**src/rtl/core/ipa_pkg.sv**
```systemverilog
// shared constants and controller/datapath handshake types for the interval assigner
package ipa_pkg;

	// time resolution of incoming timestamps and of the top-level partition grid
	localparam int TIME_BITS = 32;
	localparam int TOP_BITS = 16;

	// field widths
	localparam int TS_W = 32;
	localparam int ID_W = 32;
	localparam int LVL_W = 5;
	localparam int BKT_W = 16;

	// right shift that turns a timestamp into a level 0 bucket
	localparam int SHIFT_RAW = (TIME_BITS > TOP_BITS) ? (TIME_BITS - TOP_BITS) : 0;
	localparam int SHIFT = (SHIFT_RAW > 63) ? 63 : SHIFT_RAW;

	// width of a shifted bucket index (at least one bit)
	localparam int BW = (SHIFT >= TS_W) ? 1 : (TS_W - SHIFT);

	// deepest hierarchy supported
	localparam logic [LVL_W-1:0] MAX_LEVELS = LVL_W'(17);

	// commands from controller to datapath
	typedef struct packed {
		logic load;
		logic step_lo;
		logic step_hi;
		logic flush;
	} ipa_cmd_t;

	// status from datapath to controller
	typedef struct packed {
		logic walk_cont;
		logic out_free;
		logic pend_valid;
	} ipa_sts_t;

endpackage

```
**src/rtl/core/ipa_ctrl.sv**
```systemverilog
// controller state machine: sequences the low and high phases of each level
module ipa_ctrl (
	input  logic              clk,
	input  logic              arst_n,
	input  logic              in_valid,
	output logic              in_ready,
	input  ipa_pkg::ipa_sts_t sts,
	output ipa_pkg::ipa_cmd_t cmd
);
	import ipa_pkg::*;

	typedef enum logic [3:0] {
		ST_IDLE  = 4'b0001,
		ST_LO    = 4'b0010,
		ST_HI    = 4'b0100,
		ST_FLUSH = 4'b1000
	} state_t;

	state_t state_q;
	state_t state_d;

	// next state and command decode
	always_comb begin
		state_d = state_q;
		cmd = '0;
		in_ready = 1'b0;
		unique case (state_q)
			ST_IDLE: begin
				in_ready = 1'b1;
				if (in_valid) begin
					cmd.load = 1'b1;
					state_d = ST_LO;
				end
			end
			ST_LO: begin
				if (!sts.walk_cont) begin
					state_d = ST_FLUSH;
				end else if (sts.out_free) begin
					cmd.step_lo = 1'b1;
					state_d = ST_HI;
				end
			end
			ST_HI: begin
				if (sts.out_free) begin
					cmd.step_hi = 1'b1;
					state_d = ST_LO;
				end
			end
			ST_FLUSH: begin
				if (!sts.pend_valid) begin
					state_d = ST_IDLE;
				end else if (sts.out_free) begin
					cmd.flush = 1'b1;
					state_d = ST_IDLE;
				end
			end
			default: begin
				state_d = ST_IDLE;
			end
		endcase
	end

	// state register
	always_ff @(posedge clk or negedge arst_n) begin
		if (!arst_n) begin
			state_q <= ST_IDLE;
		end else begin
			state_q <= state_d;
		end
	end

endmodule

```
**src/rtl/core/ipa_dpath.sv**
```systemverilog
// datapath: bucket walk registers, one-deep pending result and output register
module ipa_dpath (
	input  logic                         clk,
	input  logic                         arst_n,
	input  logic                         cfg_we,
	input  logic [ipa_pkg::LVL_W-1:0]    cfg_wdata,
	input  logic [ipa_pkg::TS_W-1:0]     interval_start,
	input  logic [ipa_pkg::TS_W-1:0]     interval_end,
	input  logic [ipa_pkg::ID_W-1:0]     record_id,
	input  ipa_pkg::ipa_cmd_t            cmd,
	output ipa_pkg::ipa_sts_t            sts,
	output logic                         out_valid,
	input  logic                         out_ready,
	output logic [ipa_pkg::LVL_W-1:0]    level,
	output logic [ipa_pkg::BKT_W-1:0]    bucket,
	output logic                         is_original,
	output logic [ipa_pkg::ID_W-1:0]     id_out,
	output logic                         last
);
	import ipa_pkg::*;

	logic [LVL_W-1:0] level_count_q;
	logic [LVL_W-1:0] levels_q;
	logic [LVL_W-1:0] lvl_q;
	logic [BW:0]      a_q;
	logic [BW-1:0]    b_q;
	logic [ID_W-1:0]  id_q;
	logic             found_q;
	logic             below_q;

	logic             pend_valid_q;
	logic [LVL_W-1:0] pend_lvl_q;
	logic [BKT_W-1:0] pend_bkt_q;
	logic             pend_orig_q;

	logic             out_valid_q;
	logic [LVL_W-1:0] out_lvl_q;
	logic [BKT_W-1:0] out_bkt_q;
	logic             out_orig_q;
	logic [ID_W-1:0]  out_id_q;
	logic             out_last_q;

	logic             emit_lo;
	logic             emit_hi;
	logic             emit;
	logic             b_zero;
	logic [BW-1:0]    b_dec;
	logic [BW-1:0]    b_next;
	logic [BW:0]      a_inc;
	logic             lt_hi;
	logic [BKT_W-1:0] new_bkt;
	logic             new_orig;
	logic             push_mid;
	logic             push_last;
	logic             push;
	logic             out_free;

	// emission decisions for the current phase
	assign emit_lo = cmd.step_lo && a_q[0];
	assign emit_hi = cmd.step_hi && !b_q[0];
	assign emit = emit_lo || emit_hi;
	assign b_zero = (b_q == '0);
	assign b_dec = b_q - BW'(1);
	assign lt_hi = b_zero || ({1'b0, b_dec} < a_q);
	assign a_inc = a_q + (BW+1)'(1);
	assign b_next = (!b_q[0] && !b_zero) ? b_dec : b_q;
	assign new_bkt = emit_lo ? BKT_W'(a_q) : BKT_W'(b_q);
	assign new_orig = emit_lo ? !found_q : (!found_q && lt_hi);

	// pending result moves out when a newer one arrives or the walk ends
	assign push_mid = emit && pend_valid_q;
	assign push_last = cmd.flush && pend_valid_q;
	assign push = push_mid || push_last;
	assign out_free = !out_valid_q || out_ready;

	// status back to the controller
	always_comb begin
		sts.walk_cont = (lvl_q < levels_q) && (a_q <= {1'b0, b_q}) && !below_q;
		sts.out_free = out_free;
		sts.pend_valid = pend_valid_q;
	end

	// control registers
	always_ff @(posedge clk or negedge arst_n) begin
		if (!arst_n) begin
			level_count_q <= MAX_LEVELS;
			found_q <= 1'b0;
			below_q <= 1'b0;
			pend_valid_q <= 1'b0;
			out_valid_q <= 1'b0;
		end else begin
			if (cfg_we) begin
				level_count_q <= cfg_wdata;
			end
			if (cmd.load) begin
				found_q <= 1'b0;
				below_q <= 1'b0;
			end else begin
				if (emit_lo) begin
					found_q <= 1'b1;
				end
				if (emit_hi && b_zero) begin
					below_q <= 1'b1;
				end
			end
			if (emit) begin
				pend_valid_q <= 1'b1;
			end else if (cmd.flush || cmd.load) begin
				pend_valid_q <= 1'b0;
			end
			if (push) begin
				out_valid_q <= 1'b1;
			end else if (out_ready) begin
				out_valid_q <= 1'b0;
			end
		end
	end

	// walk registers
	always_ff @(posedge clk) begin
		if (cmd.load) begin
			a_q <= {1'b0, BW'(interval_start >> SHIFT)};
			b_q <= BW'(interval_end >> SHIFT);
			id_q <= record_id;
			lvl_q <= '0;
			levels_q <= (level_count_q > MAX_LEVELS) ? MAX_LEVELS : level_count_q;
		end else if (cmd.step_lo) begin
			if (a_q[0]) begin
				a_q <= a_inc;
			end
		end else if (cmd.step_hi) begin
			a_q <= a_q >> 1;
			b_q <= b_next >> 1;
			lvl_q <= lvl_q + LVL_W'(1);
		end
	end

	// pending result and output register payload
	always_ff @(posedge clk) begin
		if (emit) begin
			pend_lvl_q <= lvl_q;
			pend_bkt_q <= new_bkt;
			pend_orig_q <= new_orig;
		end
		if (push) begin
			out_lvl_q <= pend_lvl_q;
			out_bkt_q <= pend_bkt_q;
			out_orig_q <= pend_orig_q;
			out_id_q <= id_q;
			out_last_q <= push_last;
		end
	end

	assign out_valid = out_valid_q;
	assign level = out_lvl_q;
	assign bucket = out_bkt_q;
	assign is_original = out_orig_q;
	assign id_out = out_id_q;
	assign last = out_last_q;

endmodule

```
**src/rtl/core/interval_partition_assign_top.sv**
```systemverilog
// top level of the hierarchical interval partition assigner
//
//   channel | direction | handshake            | payload
//   --------+-----------+----------------------+-----------------------------------------
//   in      | input     | in_valid / in_ready  | interval_start, interval_end, record_id
//   out     | output    | out_valid / out_ready| level, bucket, is_original, id_out, last
//   cfg     | input     | cfg_we (no wait)     | cfg_wdata (level_count)
//
// A record is loaded, then walked level by level in a low phase and a high phase; one more
// low phase sees the walk end and a flush state closes it, with up to seventeen levels walked.
// Each phase emits at most one assignment; the last one is held back one emission
// so that it can be flagged. Output back-pressure stalls the walk phase by phase.
// Reset clears the controller, valid flags and sets level_count to 17.
// A new record is taken once the previous one has handed its final assignment to
// the output register, even while that register still waits for a transfer.
module interval_partition_assign_top (
	input  logic                      clk,
	input  logic                      arst_n,
	input  logic                      cfg_we,
	input  logic [ipa_pkg::LVL_W-1:0] cfg_wdata,
	input  logic                      in_valid,
	output logic                      in_ready,
	input  logic [ipa_pkg::TS_W-1:0]  interval_start,
	input  logic [ipa_pkg::TS_W-1:0]  interval_end,
	input  logic [ipa_pkg::ID_W-1:0]  record_id,
	output logic                      out_valid,
	input  logic                      out_ready,
	output logic [ipa_pkg::LVL_W-1:0] level,
	output logic [ipa_pkg::BKT_W-1:0] bucket,
	output logic                      is_original,
	output logic [ipa_pkg::ID_W-1:0]  id_out,
	output logic                      last
);
	import ipa_pkg::*;

	ipa_cmd_t cmd;
	ipa_sts_t sts;

	// phase sequencer
	ipa_ctrl u_ctrl (
		.clk      (clk),
		.arst_n   (arst_n),
		.in_valid (in_valid),
		.in_ready (in_ready),
		.sts      (sts),
		.cmd      (cmd)
	);

	// bucket walk and result registers
	ipa_dpath u_dpath (
		.clk            (clk),
		.arst_n         (arst_n),
		.cfg_we         (cfg_we),
		.cfg_wdata      (cfg_wdata),
		.interval_start (interval_start),
		.interval_end   (interval_end),
		.record_id      (record_id),
		.cmd            (cmd),
		.sts            (sts),
		.out_valid      (out_valid),
		.out_ready      (out_ready),
		.level          (level),
		.bucket         (bucket),
		.is_original    (is_original),
		.id_out         (id_out),
		.last           (last)
	);

endmodule

```
**config.mk**
```make
export PLATFORM = sky130hd
export DESIGN_NAME = interval_partition_assign_top
export DESIGN_NICKNAME = d
export VERILOG_FILES = /design/src/rtl/core/ipa_pkg.sv /design/src/rtl/core/ipa_ctrl.sv /design/src/rtl/core/ipa_dpath.sv /design/src/rtl/core/interval_partition_assign_top.sv
export SDC_FILE = /design/constraint.sdc
export NUM_CORES = 1
export LEC_CHECK = 0
export ABC_AREA = 0
export BUFFER_PORTS_ARGS = -buffer_cell sky130_fd_sc_hd__clkbuf_2
export CORE_AREA = 4 4 149 151
export CTS_BUF_LIST = sky130_fd_sc_hd__clkbuf_16
export CTS_CLUSTER_SIZE = 14
export DETAILED_ROUTE_END_ITERATION = 6
export DIE_AREA = 0 0 153 155
export GPL_TIMING_DRIVEN = 0
export PLACE_DENSITY_LB_ADDON = 0.2
export SLEW_MARGIN = 20
export SYNTH_ARGS = -nofsm -noshare
export SYNTH_HDL_FRONTEND = slang
export SYNTH_SLANG_ARGS = --single-unit
export TNS_END_PERCENT = 100
```
**constraint.sdc**
```tcl
create_clock -name clk -period 5.1 [get_ports clk]
set_input_delay 0.255 -clock clk [delete_from_list [all_inputs] [get_ports clk]]
set_output_delay 0.255 -clock clk [all_outputs]
set_load 0.02 [all_outputs]
```
# Yosys cells after proc, flatten, opt, wreduce, memory -nomap -nowiden
# Index checks and enable logic that the tools add are counted.
[word_totals] regBits=165 wordCells=106
[classes] addsub=3 order_cmp=4 n_eq_ne=11 mux=34 n_bitwise=1 reduce_logical=32
[ops] op="$mux 16" n=6
[ops] op="$mux 17" n=3
[ops] op="$mux 4" n=6
[ops] op="$mux 1" n=18
[ops] op="$add 17x1->17 const B" n=1
[ops] op="$le 17x16->1" n=1
[ops] op="$lt 16x17->1" n=1
[ops] op="$logic_not 16->1" n=1
[ops] op="$pmux 4 s4" n=1
[ops] op="$sub 16x1->16 const B" n=1
[ops] op="$reduce_bool 2->1" n=6
[ops] op="$logic_and 1x1->1" n=9
[ops] op="$reduce_and 2->1" n=4
[ops] op="$ne 3x2->1 const B" n=2
[ops] op="$add 5x1->5 const B" n=1
[ops] op="$gt 5x5->1 const B" n=1
[ops] op="$logic_not 1->1" n=5
[ops] op="$logic_or 1x1->1" n=5
[ops] op="$lt 5x5->1" n=1
[ops] op="$eq 4x1->1 const B" n=1
[ops] op="$eq 4x2->1 const B" n=1
[ops] op="$eq 4x3->1 const B" n=1
[ops] op="$eq 4x4->1 const B" n=1
[ops] op="$ne 2x1->1 const B" n=2
[ops] op="5 further kinds" n=6

# Depth between registers and ports, before layout
# Gate-level depths: netlist (run 1).
[depth] ltp_word=10 mapped_depth=12 depth_no_buf=12

# By module
# From an unflattened synthesis (run 1), not the netlist that was laid out.
[hier_totals] hier_cells=592 hier_area_um2=7554.7
[modules_own_cells] module="ipa_dpath" instances=1 cells_each=566 area_each_um2=7309.5
[modules_own_cells] module="ipa_ctrl" instances=1 cells_each=26 area_each_um2=245.2

# Worst setup path after synthesis (run 1)
# Ideal clock, no wire load.
[synth_timing] path_kind="register -> register" startpoint="reg u_dpath.b_q[12]" endpoint="reg u_dpath.out_bkt_q[0], in the netlist u_dpath.bucket[0], enable pin" arrival_ps=3511 required_time_ps=4678 setup_slack_ps=1167 stages_incl_launch_ff=10 n_path_buf=1 path_cell_list="edfxtp_1 clkbuf_1 inv_1 ha_1 nand4_1 nor4_1 nand2_1 a21boi_2 nor3_2 o31a_1"
[synth_via] elab_chain_cells=9
[synth_lines] item="start: declaration" line_no="ipa_dpath.sv:26" source="logic [BW-1:0] b_q;"
[synth_lines] item="start signal: assignment" line_no="ipa_dpath.sv:123" source="b_q <= BW'(interval_end >> SHIFT);"
[synth_lines] item="start signal: assignment" line_no="ipa_dpath.sv:133" source="b_q <= b_next >> 1;"
[synth_lines] item="$le 17x16->1" line_no="ipa_dpath.sv:78" source="sts.walk_cont = (lvl_q < levels_q) && (a_q <= {1'b0, b_q}) && !below_q;"
[synth_lines] item="$logic_and 1x1->1 (2 in a row)" line_no="ipa_dpath.sv:78"
[synth_lines] item="$mux 1" line_no="ipa_ctrl.sv:36" source="if (!sts.walk_cont) begin"
[synth_lines] item="$mux 1" line_no="ipa_ctrl.sv:27" source="unique case (state_q)"
[synth_lines] item="$logic_and 1x1->1" line_no="ipa_dpath.sv:59" source="assign emit_lo = cmd.step_lo && a_q[0];"
[synth_lines] item="$logic_or 1x1->1" line_no="ipa_dpath.sv:61" source="assign emit = emit_lo || emit_hi;"
[synth_lines] item="$logic_and 1x1->1" line_no="ipa_dpath.sv:71" source="assign push_mid = emit && pend_valid_q;"
[synth_lines] item="$logic_or 1x1->1" line_no="ipa_dpath.sv:73" source="assign push = push_mid || push_last;"
[synth_lines] item="net u_dpath.push" line_no="ipa_dpath.sv:55" source="logic push;"
[synth_lines] item="end signal: assignment" line_no="ipa_dpath.sv:147" source="out_bkt_q <= pend_bkt_q;"
[synth_lines] item="end: declaration" line_no="ipa_dpath.sv:38" source="logic [BKT_W-1:0] out_bkt_q;"
# The timed path passes the listed nets, and every way through them passes these cells.
# A chain may end at the register's enable or synchronous reset.

# Final worst setup path (run 1)
[layout_timing] startpoint="reg u_dpath.b_q[0]" endpoint="reg u_dpath.pend_orig_q, data pin"
[layout_via] elab_chain_cells=7 word_cells_on_any_way=12
[layout_lines] item="parallel branches: the longest is 6 deep, another holds $lt 16x17->1"
[layout_lines] item="$mux 1 (*)" line_no="ipa_dpath.sv:68" source="assign new_orig = emit_lo ? !found_q : (!found_q && lt_hi);"
[layout_lines] item="net u_dpath.new_orig" line_no="ipa_dpath.sv:52" source="logic new_orig;"
[layout_lines] item="end signal: assignment" line_no="ipa_dpath.sv:143" source="pend_orig_q <= new_orig;"
[layout_lines] item="end: declaration" line_no="ipa_dpath.sv:34" source="logic pend_orig_q;"
# Mark *: on every way through the listed nets, which the timed path passes.

==> results of run 1 <==
-- synth_stat cells, types with 4 or more instances --
cell | count | share of area, %
sky130_fd_sc_hd__dfrtp_1 | 10 | 3.3
sky130_fd_sc_hd__inv_1 | 42 | 2.1
sky130_fd_sc_hd__or2_2 | 4 | 0.33
sky130_fd_sc_hd__o311ai_0 | 5 | 0.58
sky130_fd_sc_hd__nand2_1 | 46 | 2.3
sky130_fd_sc_hd__nor3_1 | 7 | 0.46
sky130_fd_sc_hd__o31ai_1 | 5 | 0.49
sky130_fd_sc_hd__nor2_1 | 31 | 1.5
sky130_fd_sc_hd__a211oi_1 | 4 | 0.40
sky130_fd_sc_hd__mux2i_1 | 17 | 2.2
sky130_fd_sc_hd__a21oi_1 | 19 | 1.3
sky130_fd_sc_hd__xnor2_1 | 28 | 3.2
sky130_fd_sc_hd__o311a_1 | 9 | 1.2
sky130_fd_sc_hd__o21ai_1 | 5 | 0.33
sky130_fd_sc_hd__edfxtp_1 | 146 | 58
sky130_fd_sc_hd__o21ai_0 | 17 | 1.1
sky130_fd_sc_hd__dfxtp_1 | 6 | 1.6
sky130_fd_sc_hd__clkbuf_1 | 13 | 0.64
sky130_fd_sc_hd__o211ai_1 | 7 | 0.69
sky130_fd_sc_hd__nand4_1 | 9 | 0.74
sky130_fd_sc_hd__nand2b_1 | 5 | 0.41
sky130_fd_sc_hd__xor2_1 | 6 | 0.69
sky130_fd_sc_hd__a221o_1 | 5 | 0.66
sky130_fd_sc_hd__nand3_1 | 13 | 0.86
sky130_fd_sc_hd__mux2_2 | 5 | 0.74
sky130_fd_sc_hd__ha_1 | 38 | 6.3
sky130_fd_sc_hd__nor4_1 | 5 | 0.41
sky130_fd_sc_hd__and2_1 | 7 | 0.58
sky130_fd_sc_hd__nor2b_1 | 5 | 0.41
sky130_fd_sc_hd__o21a_1 | 7 | 0.69
sky130_fd_sc_hd__a211o_1 | 4 | 0.46
-- kinds of logic (layout without fill, tap and decap cells) --
| family | after synthesis | in the layout |
|---|---|---|
| flip-flops | 165 | 165 |
| AND/OR/NAND/NOR | 144 | 144 |
| AO/OA/AOI/OAI | 108 | 108 |
| buffers and inverters | 61 | 243 |
| adder cells (fa/ha/maj) | 38 | 38 |
| XOR/XNOR | 34 | 34 |
| multiplexers | 22 | 22 |
-- routing by layer --
metal	wire (um)	vias up	share of wire [%]
li1	-	2490	-
met4	316	0	1.8
met1	8220	2456	46
met3	1261	22	7.1
met2	8018	192	45
met5	0	-	0
-- worst reg2reg max path, cell delays in order (launching register included) --
cell	delay, ns
sky130_fd_sc_hd__edfxtp_1	0.62
sky130_fd_sc_hd__inv_1	0.38
sky130_fd_sc_hd__ha_1	0.37
sky130_fd_sc_hd__nand4_2	0.24
sky130_fd_sc_hd__or2_2	0.41
sky130_fd_sc_hd__xnor2_1	0.14
sky130_fd_sc_hd__ha_1	0.33
sky130_fd_sc_hd__nand2_1	0.06
sky130_fd_sc_hd__o21a_1	0.18
sky130_fd_sc_hd__a21oi_1	0.12
sky130_fd_sc_hd__o21ai_0	0.09
sky130_fd_sc_hd__a211oi_1	0.31
sky130_fd_sc_hd__a21oi_1	0.14
-- power groups by stage --
stage / sequential (W) / combinational [W] / clock, W
after floorplan: 0.00207 / 0.00119 / 0
after global placement: 0.00214 / 0.00159 / 0
after detailed placement: 0.00215 / 0.00167 / 0
after CTS: 0.00212 / 0.00169 / 0.00132
after global routing: 0.00215 / 0.00191 / 0.00138
final: 0.00212 / 0.00168 / 0.00128
-- final cells by class --
class	instances	area, um2	share of cell area, %
plain buffers	19	93.84	0.9956
clock buffers	17	425.4	4.513
clock inverters	15	166.4	1.766
inverters	42	157.7	1.673
multi-input cells	346	2522	26.76
flip-flops and latches	165	4833	51.28
well taps	275	344.1	3.651
repair buffers	150	882.1	9.359
-- state kept, by name (all words and copies together) (netlist names), 4 cells and up --
signal	flops
u_ctrl.state_q	4
u_dpath.pend_bkt_q	16
u_dpath.id_out	32
u_dpath.a_q	17
u_dpath.lvl_q	5
u_dpath.b_q	16
u_dpath.bucket	16
u_dpath.level	5
u_dpath.level_count_q	5
u_dpath.levels_q	5
u_dpath.id_q	32
u_dpath.pend_lvl_q	5
-- per-stage QoR --
step	worst slack, ns	area [um2]	power [W]	hold WS, ns
finish	1.445	9425	0.005086	0.02060
global route	1.100	9425	0.005432	0.001618
CTS	1.410	9385	0.005127	0.00006053
detailed placement	1.439	8673	0.003814	0.1767
global placement	0.03543	8596	0.003734	0.1668
floorplan	1.167	7601	0.003256	-0.04059
-- worst paths after layout --
path | endpoint | slack (ns) | depth (start not counted)
max | u_dpath.pend_orig_q | 1.45 | 12
min | u_dpath.id_q[13] | 0.02 | 1
max reg2reg | u_dpath.pend_orig_q | 1.45 | 12
min reg2reg | u_dpath.id_out[11] | 0.42 | 0
max in group asynchronous | u_ctrl.state_q[0] | 4.53 | 2
min in group asynchronous | u_ctrl.state_q[2] | 0.26 | 2
==> results.txt, run 1 <==
- Internal power: 0.003277 W
- Counting flops with a built-in enable in the synthesized netlist gives 146.
- The library cell used most frequently in the layout, excluding fill and tap cells, is sky130_fd_sc_hd__edfxtp_1.
- Derived from the worst setup path, the maximum achievable clock frequency is 273.6 MHz.
* End-of-flow core utilization: 45.27%
* Number of fillers in the final layout: 1935
- Unrepaired setup endpoints after global routing: no
* WS Path Type: reg -> reg
- Number of gates resized after cts: 0
- Including well taps, the total number of placed cells is 981.
- Area Overhead vs Synth: 24.00%
- Chip Height: 155 um
* Number of buffers and inverters on the critical path: 1
- For this run the aggregate overflow at the end of global routing stands at 0.
* Combinational fraction of design power: 33.1%
* Met3 global-route usage: 4.061%
- The count of buffers added on input and output ports is 130.
- Buffers inserted during clock tree synthesis total 17.
- No sink is reached through more buffers than the 2 on the longest clock path.
* Part of the Yosys area used for sequential elements: 63.59%
- For met1 alone, demand over resource in global routing was 21.41%.
- Xor/xnor cell area share of the yosys netlist: 3.918%
- The later pin in the worst-skew pair is clocked with a latency of 0.42 ns.
- Global router's overall resource usage: 15.28%
- Portion of netlist area occupied by mux cells: 2.979%
* Number of vias per cell after detailed routing: 5.015
* Number of nets in the layout: 885
* Family with the most delay on the worst path: compound AO/OA/AOI/OAI gates
* Compound-gate portion of the synthesized area: 10.37%
- Across the run, the number of max-cap violations was 0.
- The first global-routing pass estimated 28540 um of wire.
* Largest family of logic cells by synthesized area: compound AO/OA/AOI/OAI gates
- Each instance of the synthesized netlist takes up on average 13.29 um2.
* Share of the clock period used by the worst path: 71.67%
- Synthesis handed over a netlist of 572 instances.
* I/O Pins: 163
- The number of nets handed over by synthesis was 716.
* Synth cell types: 57
- Clock skew on the completed layout was measured at 0.01735 ns.
- Vias in the first global route: 5235
- The worst register-to-register path begins at u_dpath.b_q[0].
- In this run the most critical hold path is launched from record_id[13].
- The congestion estimate from routability-driven global placement came to 0.8662.
- Counting flops and latches in the post-synthesis netlist gives 165.
* WP data arrival: 3.80 ns
* Critical Path Source Type: flip-flop
- After routing, the total negative slack on setup checks comes to 0 ns.
- Number of slew-limit violations in the final report: 0
* Clock tree sinks: 165
* Root cell of the clock tree: sky130_fd_sc_hd__clkbuf_16
- In this run, flip-flops and latches consume 41.7% of the power.
- The die covers 0.02372 mm2.
* Net switching share of the total power: 35.57%
- The Yosys step of the flow raised 0 warnings.
- The worst-case IR drop observed on VDD is 259.3 uV.
* Synth Flop Type: sky130_fd_sc_hd__edfxtp_1
* Number of antenna cells inserted: 0
- Entering global routing, the biggest net connects 32 pins.
- Final std cells w/o fill: 1029
- Global-route track usage on met2: 23.60%
* Proportion of layout cells with a drive suffix above 1: 25.99%
- Static power due to leakage: 3.720 nW
- The critical path starts at u_dpath.b_q[0].
* Number of nets with antenna violations after routing: 0
- Wirelength per Cell: 17.31 um
- In this run the power spent charging and discharging nets is 0.001809 W.
* Horizontal die dimension: 153 um
* Antenna violations before repair: 0
* Outcome: complete, no violations
- Via count: 5160
- Highest-count cells in the layout ignoring fill and taps: sky130_fd_sc_hd__edfxtp_1 (146), sky130_fd_sc_hd__clkbuf_2 (131), sky130_fd_sc_hd__nand2_1 (46), sky130_fd_sc_hd__inv_1 (43), sky130_fd_sc_hd__ha_1 (38)
* Post-detailed-placement half-perimeter wirelength: 13570 um
- Summed over all layers, the routed wires come to 17820 um.
- Final setup viols: 0
- Once the clock tree was built, the setup fixing pass inserted 0 buffers.
- Number of search-and-repair iterations in the first detailed-routing pass: 5
* Slowest cell on crit path: sky130_fd_sc_hd__edfxtp_1
- Of the total synthesized cell area, the portion taken by AND, OR, NAND and NOR gates is 9.597%.
- In the routed design, unresolved DRC markers number 0.
- The largest single stage delay on the critical path is 0.62 ns.
- Pwr Density: 539.6 mW/mm2
- Minimum clock period: 3.655 ns
* Post-synthesis instance area: 0.007601 mm2
- Most heavily used metal layer in global routing: met2
- After Yosys synthesis, full adders, half adders and majority gates account for 6.255% of the synthesized area.
- Class of the tightest hold or removal check: in -> reg
- After clock tree synthesis, the flow added hold-fix buffers numbering 12.
* Endpoint type of the worst setup path: flip-flop
* Endpoints failing hold: 0
- Transition time of the tightest slew-check pin: 0.7199 ns
- The H-tree generated during clock tree synthesis spans 4 levels.
- Share of power burned in the clock network: 25.2%
* Critical Path, Cell by Cell: inv_1, ha_1, nand4_2, or2_2, xnor2_1, ha_1, nand2_1, o21a_1, a21oi_1, o21ai_0, a211oi_1, a21oi_1
- Placeable core region: 0.02082 mm2
- Cell row count: 53
- Register clock-pin slew on the reported worst setup and hold paths: 0.07 ns
* Max-slew headroom: 51.68%
- In this run the worst path has a maximum fanout of 9.
- Share of synthesized flip-flops with an asynchronous set or reset: 7.879%
- Data required time of the critical path: 5.25 ns
* Starting utilization of the core area: 36.50%
- Clock tree from TritonCTS: done
* Number of DRC markers after the initial detailed-route iteration: 304
(Power assumes the default switching activity.)
==> run 2, diff against run 1 <==
--- a/config.mk
+++ b/config.mk
@@ -5,13 +5,13 @@
 export SDC_FILE = /design/constraint.sdc
 export NUM_CORES = 1
 export LEC_CHECK = 0
-export ABC_AREA = 0
+export ABC_AREA = 1
 export BUFFER_PORTS_ARGS = -buffer_cell sky130_fd_sc_hd__clkbuf_2
-export CORE_AREA = 4 4 149 151
+export CORE_AREA = 4 4 152 154
 export CTS_BUF_LIST = sky130_fd_sc_hd__clkbuf_16
 export CTS_CLUSTER_SIZE = 14
 export DETAILED_ROUTE_END_ITERATION = 6
-export DIE_AREA = 0 0 153 155
+export DIE_AREA = 0 0 156 158
 export GPL_TIMING_DRIVEN = 0
 export PLACE_DENSITY_LB_ADDON = 0.2
 export SLEW_MARGIN = 20
==> constraint.sdc (replaced) <==
create_clock -name clk -period 3.5 [get_ports clk]
set_input_delay 0.175 -clock clk [delete_from_list [all_inputs] [get_ports clk]]
set_output_delay 0.175 -clock clk [all_outputs]
set_load 0.02 [all_outputs]
==> results.txt, run 2 <==
- The flow ran to the end, and the final reports show no timing, DRC or antenna violations.
- In this run the most critical hold path is launched from interval_start[29].
- Endpoints failing hold: 0
- Measured in cells, the most critical reg-to-reg path has a length of 17.
- Once detail routing completed, the nets flagged for antenna violations numbered 0.
- Yosys mapped a number of flops with a built-in enable equal to 146.
* Vias in the first global route: 5706
* Synth Flop Type: sky130_fd_sc_hd__edfxtp_1
* Synthesis Warnings: 0
- CTS saw 165 sinks.
- Share of the clock period used by the worst path: 93.26%
- At the end of the flow the core is filled with cells to 46.08%.
* Portion of synthesized cell area occupied by the leading cell type: 55.31%
- Capture instance of the worst register-to-register path: u_dpath.pend_orig_q
* Maximum operating frequency: 306.4 MHz
- In this run the power density over the cells is 797.3 mW/mm2.
* Count of input and output buffers: 129
- Most used standard cell by instance count after synthesis: sky130_fd_sc_hd__nand2_1
* Antenna violations before repair: 0
- The core region is 0.02169 mm2.
* Worst setup startpoint: u_dpath.b_q[0]
- Max rail drop VDD: 461.1 uV
* Unrepaired setup endpoints after global routing: no
- GP Congestion: 0.9245
* Capture point of the critical path: u_dpath.pend_orig_q
- Slowest stage delay, CP: 0.47 ns
- The net count of the finished layout is 1114.
* Highest-count cells in the layout ignoring fill and taps: sky130_fd_sc_hd__nand2_1 (206), sky130_fd_sc_hd__edfxtp_1 (146), sky130_fd_sc_hd__clkbuf_2 (130), sky130_fd_sc_hd__inv_1 (91), sky130_fd_sc_hd__nor2_1 (66)
* Most instantiated cells after synthesis: sky130_fd_sc_hd__nand2_1 (210), sky130_fd_sc_hd__edfxtp_1 (146), sky130_fd_sc_hd__inv_1 (92)
- In this run the critical register-to-register path is launched from u_dpath.b_q[0].
* Endpoint type of the worst setup path: flip-flop
- Area contributors post-synth: sky130_fd_sc_hd__edfxtp_1 (55%), sky130_fd_sc_hd__nand2_1 (9.9%), sky130_fd_sc_hd__ha_1 (6.0%), sky130_fd_sc_hd__inv_1 (4.4%), sky130_fd_sc_hd__nor2_1 (3.2%)
- Clock tree from TritonCTS: done
* Transition time of the tightest slew-check pin: 0.8046 ns
* Post-synthesis instance area: 0.007926 mm2
* Number of search-and-repair iterations in the first detailed-routing pass: 7
* Storage element area: 0.004833 mm2
* Worst-path maximum fanout: 6
- Via count: 5851
- Data on the critical path arrives at its endpoint at 3.43 ns.
- Data on the critical path is required at its endpoint by 3.67 ns.
* Family with the most delay on the worst path: simple AND/OR/NAND/NOR gates
- Starting utilization of the core area: 36.55%
- Number of antenna cells inserted: 0
- Of the total power, combinational logic draws 37.0%.
- After detailed routing, the number of remaining DRC violations is 0.
* #FFs+latches synth: 165
- Sequential cells were found to cover 60.98% of the synthesized design area.
- Worst slack, placed: -0.9038 ns
- Internal power: 0.004766 W
- WS Path Type: reg -> reg
- Number of buffers and inverters on the critical path: 2
* Synth Net Count: 923
- Global routing finished with a remaining overflow of 0.
* Proportion of layout cells with a drive suffix above 1: 20.75%
* Post-synthesis area per instance: 10.18 um2
* Post-Place Cell Area: 0.008934 mm2
- CTS buffer count: 17
- The library cell used most frequently in the layout, excluding fill and tap cells, is sky130_fd_sc_hd__nand2_1.
- The first global-routing pass estimated 30010 um of wire.
* Max-cap violation count: 0
- Summed over all layers, the routed wires come to 18990 um.
- For flop-to-flop paths, the worst setup slack is 0.24 ns.
- For this design the top-level I/O count stands at 163.
- Number of vias per cell after detailed routing: 4.633
- Chip Height: 158 um
- For this design the total switching power over the nets is 0.003202 W.
* Final setup viols: 0
- Power Total: 0.007967 W
* Area Overhead vs Synth: 26.08%
- Number of buffers on the longest clock path: 2
* Crit path setup slack, layout: 0.2359 ns
* Critical Path Source Type: flip-flop
* Cell row count: 54
* Gate count of the mapped netlist: 779
- The clock network burns 22.9% of the power.
* Number of slew-limit violations in the final report: 0
- In this run the worst hold path is classified as in -> reg.
- In the final routed layout, each cell accounts on average for 15.03 um.
- Minimum clock period: 3.264 ns
- Horizontal die dimension: 156 um
- In this run the tightest slew margin relative to its limit is 46.23%.
* Area of the multi-input gates: 0.002706 mm2
- The layout has 2128 filler cells.
- Clock network latency to the later pin of the worst-skew pair: 0.43 ns
- Sequential cells account for 40.2% of the total power.
- Entering global routing, the biggest net connects 47 pins.
* Number of DRC markers after the initial detailed-route iteration: 370
- Largest clock skew in the final design: 0.01323 ns
- The slowest stage of the critical path is the sky130_fd_sc_hd__edfxtp_1 cell.
- Net switching share of the total power: 40.19%
- Area of the die: 0.02465 mm2
- Clock-pin slew was measured on the worst setup and hold paths at 0.07 ns.
* Critical Path, Cell by Cell: inv_2, ha_1, nand3_2, nor2_2, nand3_1, nor2_2, nand3_1, nor2_1, nor2_1, nor2_1, inv_1, ha_1, nand4_1, nor3_2, nand3_1, o211ai_1, a31oi_1
- CTS built an H-tree with a depth of 4.
* Synth cell types: 40
* Most area-hungry cell type in the Yosys netlist: sky130_fd_sc_hd__edfxtp_1
- Static power due to leakage: 4.366 nW
- Final Instance Area: 0.009993 mm2
- In the synthesized netlist the async set-or-reset flop fraction comes to 7.879%.
- Detailed placement ended at an HPWL of 14090 um.
- Root cell of the clock tree: sky130_fd_sc_hd__clkbuf_16
- Global router's overall resource usage: 15.72%
- Stages on worst setup path: 17
==> run 2: changes by cell type in the layout (fill, tap and decap cells not counted), sizes merged, moves of 7 or more <==
| cell | change |
|---|---|
| o311a | -9 |
| nand3 | +10 |
| mux2i | -17 |
| nor2 | +42 |
| dlygate4sd3 | +23 |
| xor2 | +12 |
| nor3 | +11 |
| nand4 | +8 |
| inv | +52 |
| o21ai | +34 |
| xnor2 | -27 |
| and2 | -7 |
| nand2 | +166 |
==> run 2: metal layers <==
layer	vias up	routed length, um	global-route usage [%]
met1	2642	9194	21.54
met3	24	1008	3.499
met5	-	0	0
met4	0	383	5.627
met2	172	8401	24.68
li1	3013	-	-
==> run 2: repair_timing <==
| action | CTS | global route |
|---|---|---|
| setup buffers | 0 | 3 |
| endpoints found under the hold margin | 51 | 0 |
| cloned | 1 | 0 |
| hold buffers | 39 | 0 |
| gates resized for setup | 8 | 7 |
| pin swaps | 1 | 1 |
| setup endpoints to repair | 72 | 71 |
==> run 2: worst min path at each step <==
stage | to | slack [ns] | cells past startpoint
after floorplan | u_ctrl.state_q[1] | -0.12 | 0
after global placement | u_dpath.level_count_q[1] | 0.09 | 1
after detailed placement | u_dpath.level_count_q[1] | 0.09 | 1
after CTS | u_dpath.a_q[13] | 0.002 | 3
after global routing | u_dpath.a_q[12] | 0.02 | 3
final | u_dpath.a_q[13] | 0.02 | 3
==> run 2: power groups by stage <==
stage          clock network [W]  logic (W)  registers, W
4_1_cts                  0.00186    0.00292       0.00321
3_5_place_dp                   0    0.00285       0.00325
5_1_grt                  0.00194    0.00342       0.00326
3_3_place_gp                   0    0.00280       0.00324
2_1_floorplan                  0    0.00208       0.00313
6_report                 0.00182    0.00294       0.00320
==> run 2: kinds of logic (layout without fill, tap and decap cells) <==
family                     after synthesis  in the layout  share of synthesized area [%]
and+or+nand+nor                        350            351                          18.99
DFF                                    165            165                          60.98
buffers and inverters                  116            319                          5.793
AOI/OAI and AO/OA                       90             90                          5.998
adders and majority gates               38             38                          5.998
xor gates and xnor gates                19             19                          2.099
muxes                                    1              1                         0.1421
==> run 2: worst register-to-register path: cells and delay by family, from the launching register on <==
family / cells / cell delay (ns)
buffers and inverters: 2 / 0.22
and+or+nand+nor: 11 / 1.47
adders and majority gates: 2 / 0.51
DFF: 1 / 0.47
AOI/OAI and AO/OA: 2 / 0.36
==> run 2: final cells by class <==
cell class	count	area share (%)
clock inverters	15	1.515
clock buffers	17	4.257
plain buffers	20	1.039
multi-input cells	499	27.08
well taps	280	3.506
inverters	96	3.643
repair buffers	171	10.59
flip-flops and latches	165	48.37
==> run 2: stage by stage <==
| step | TNS (ns) | hold WS [ns] | std cells |
|---|---|---|---|
| 6_report | 0 | 0.01761 | 1263 |
| 5_1_grt | 0 | 0.01539 | 1263 |
| 4_1_cts | 0 | 0.002012 | 1260 |
| 3_5_place_dp | -51.43 | 0.09244 | 1188 |
| 3_3_place_gp | -71.39 | 0.08590 | 1188 |
| 2_1_floorplan | 0 | -0.1206 | 779 |
==> run 3, diff against run 2 <==
--- a/config.mk
+++ b/config.mk
@@ -7,11 +7,11 @@
 export LEC_CHECK = 0
 export ABC_AREA = 1
 export BUFFER_PORTS_ARGS = -buffer_cell sky130_fd_sc_hd__clkbuf_2
-export CORE_AREA = 4 4 152 154
+export CORE_AREA = 2 2 150 152
 export CTS_BUF_LIST = sky130_fd_sc_hd__clkbuf_16
 export CTS_CLUSTER_SIZE = 14
 export DETAILED_ROUTE_END_ITERATION = 6
-export DIE_AREA = 0 0 156 158
+export DIE_AREA = 0 0 152 154
 export GPL_TIMING_DRIVEN = 0
 export PLACE_DENSITY_LB_ADDON = 0.2
 export SLEW_MARGIN = 20
==> constraint.sdc (replaced) <==
create_clock -name clk -period 3.25 [get_ports clk]
set_input_delay 0.1625 -clock clk [delete_from_list [all_inputs] [get_ports clk]]
set_output_delay 0.1625 -clock clk [all_outputs]
set_load 0.02 [all_outputs]
==> results.txt, run 3 (synthesis results as in run 2) <==
- The run finished with clean final reports.
- Dividing total power by cell area gives a power density of 853.8 mW/mm2.
- Cells with a size suffix above 1 make up 21.36% of the layout.
* Number of search-and-repair iterations in the first detailed-routing pass: 5
- The total count of hold-check failures in the final report came to 0.
- Across all layers, the routed design uses 5935 vias.
* Minimum clock period: 3.041 ns
* Number of vias per cell after detailed routing: 4.648
* Horizontal die dimension: 152 um
* Slowest stage delay, CP: 0.41 ns
* CTS H-tree depth: 4
- Per report_power, the sequential group accounts for 39.7% of the total.
- The area growth from synthesis to layout is 29.05%.
* Share of power burned in the clock network: 23.3%
- Critical Path Most Common Cell: sky130_fd_sc_hd__nand2_8
- After floorplanning, the core was sized to cover 0.02169 mm2.
- The analysis attributes to cell leakage a power of 4.463 nW.
- Cells on worst reg2reg path: 13
* Total grt overflow: 0
- Dividing the detail-routed wire length by the instance count gives 15.29 um.
- The library cell used most frequently in the layout, excluding fill and tap cells, is sky130_fd_sc_hd__nand2_1.
* Register clock-pin slew on the reported worst setup and hold paths: 0.07 ns
- The finished cells cover 0.01023 mm2.
* Chip Height: 154 um
- The routed design has 19520 um of wire.
- The floorplan step defined a die boundary enclosing 0.02341 mm2.
* Critical Path Source Type: flip-flop
* Clock tree sinks: 165
- The slowest stage of the critical path is the sky130_fd_sc_hd__edfxtp_1 cell.
- Post-Place Cell Area: 0.008936 mm2
* Vias in the first global route: 5906
- The path class of the tightest hold or removal check is in -> reg.
* Final std cells w/o fill: 1277
- In this run, the number of DRC markers left after iteration 0 of detailed routing was 327.
- Of all nets on the critical path, the largest fanout is 14.
- The tool flagged a number of max-cap violations equal to 0.
- Net switching component of the power: 0.003490 W
- No sink is reached through more buffers than the 2 on the longest clock path.
* Share of the clock period used by the worst path: 93.58%
- WS Path Type: reg -> reg
* Cell row count: 54
- Once detail routing completed, the nets flagged for antenna violations numbered 0.
- Combinational logic is responsible for 37.0% of the overall power.
- At the worst endpoint, the arrival time is 3.14 ns.
* I/O Pins: 163
- Entering global routing, the biggest net connects 47 pins.
- GP Congestion: 0.9110
- At the later pin of the worst-skew pair, clock insertion delay measures 0.43 ns.
- Internal power: 0.005243 W
* Maximum operating frequency: 328.8 MHz
- STA puts the critical path data required time at 3.35 ns.
- Starting utilization of the core area: 36.55%
- Number of nets in the layout: 1128
* Max rail drop VDD: 346.4 uV
- At the pin with the least slew margin, the transition time is 1.055 ns.
* Number of antenna cells inserted: 0
- Endpoint type of the worst setup path: flip-flop
- First-pass GRT wire length: 31170 um
- Residual DRC: 0
- Number of slew-limit violations in the final report: 0
* Antenna violations before repair: 0
- TritonCTS built the clock tree.
* Count of input and output buffers: 129
- The worst pin sits at a relative slew slack of 29.46%.
- Global router's overall resource usage: 16.95%
* Highest-count cells in the layout ignoring fill and taps: sky130_fd_sc_hd__nand2_1 (205), sky130_fd_sc_hd__edfxtp_1 (146), sky130_fd_sc_hd__clkbuf_2 (129), sky130_fd_sc_hd__inv_1 (90), sky130_fd_sc_hd__nor2_1 (64)
- Summed over all failing endpoints, the final setup total negative slack is 0 ns.
- Largest clock skew in the final design: 0.01538 ns
* Root cell of the clock tree: sky130_fd_sc_hd__clkbuf_16
* Number of cells on the worst hold path: 3
- Critical Path, Cell by Cell: clkinv_2, clkbuf_1, ha_1, nand2_1, nor3_1, nand3_1, inv_1, a21oi_2, nor2_4, nand4_4, nand2_8, nand2_4, nand2_8
- Detailed placement ended at an HPWL of 13980 um.
- Placed cell count: 1188
- After layout, the worst setup slack is 0.2087 ns.
- Of the total power, the share spent switching nets is 39.97%.
- Setup violations remaining at the end of the flow were counted as 0.
- Worst slack, placed: -0.7603 ns
* Reg-to-reg slack, setup: 0.21 ns
- Counting the buffers created by CTS gives 17.
==> run 3: critical path: cells and delay by family (launching register included) <==
kind / cells / cell delay (ns)
simple gates: 8 / 1.39
flops: 1 / 0.41
buf+inv: 3 / 0.50
fa+ha+maj: 1 / 0.35
compound gates: 1 / 0.04
==> run 3: power by group through the flow <==
| stage | Clock, W | Sequential, W | Combinational (W) |
|---|---|---|---|
| after global routing | 0.00218 | 0.00352 | 0.00376 |
| final | 0.00204 | 0.00347 | 0.00323 |
| after global placement | 0 | 0.00349 | 0.00301 |
| after CTS | 0.00208 | 0.00344 | 0.00319 |
| after detailed placement | 0 | 0.00350 | 0.00307 |
| after floorplan | 0 | 0.00338 | 0.00224 |
==> run 3: cell type report <==
class	count	area (um2)
flip-flops and latches	165	4833
repair buffers	183	1176
plain buffers	19	98.84
multi-input cells	502	2806
inverters	96	361.6
well taps	280	350.3
clock inverters	15	176.4
clock buffers	17	425.4
fillers	2098	11460
==> run 3: path summary, 6_finish.rpt <==
kind,startpoint,to
worst max-delay path,u_dpath.a_q[0],u_dpath.id_out[11]
worst min-delay path,interval_start[27],u_dpath.a_q[11]
worst max register to register,u_dpath.a_q[0],u_dpath.id_out[11]
worst min register to register,u_dpath.id_q[30],u_dpath.id_out[30]
max in group asynchronous,arst_n,u_ctrl.state_q[0]
min in group asynchronous,arst_n,u_dpath.level_count_q[1]
==> run 3: repair_timing <==
action | CTS | global route
resized for setup | 10 | 15
endpoints found under the hold margin | 62 | 0
cloned | 1 | 3
setup buffers | 2 | 2
pin swaps | 2 | 5
endpoints found under the setup margin | 71 | 71
hold buffers | 50 | 0
==> run 3: routing by layer <==
layer | share of wire, % | track usage, % | vias to the layer above
met5 | 0 | 0 | -
met3 | 4.6 | 3.269 | 13
li1 | - | - | 3042
met4 | 0.96 | 4.762 | 0
met2 | 47 | 27.91 | 167
met1 | 48 | 22.97 | 2713
==> run 3: stage by stage <==
| stage | total power [W] | hold WS (ns) | utilization, % |
|---|---|---|---|
| after global routing | 0.009463 | 0.01125 | 47.16 |
| after floorplan | 0.005616 | -0.1331 | - |
| final | 0.008733 | 0.01321 | 47.16 |
| after detailed placement | 0.006569 | 0.08816 | 41.20 |
| after CTS | 0.008714 | 0.001471 | 46.60 |
| after global placement | 0.006497 | 0.08796 | 41.19 |
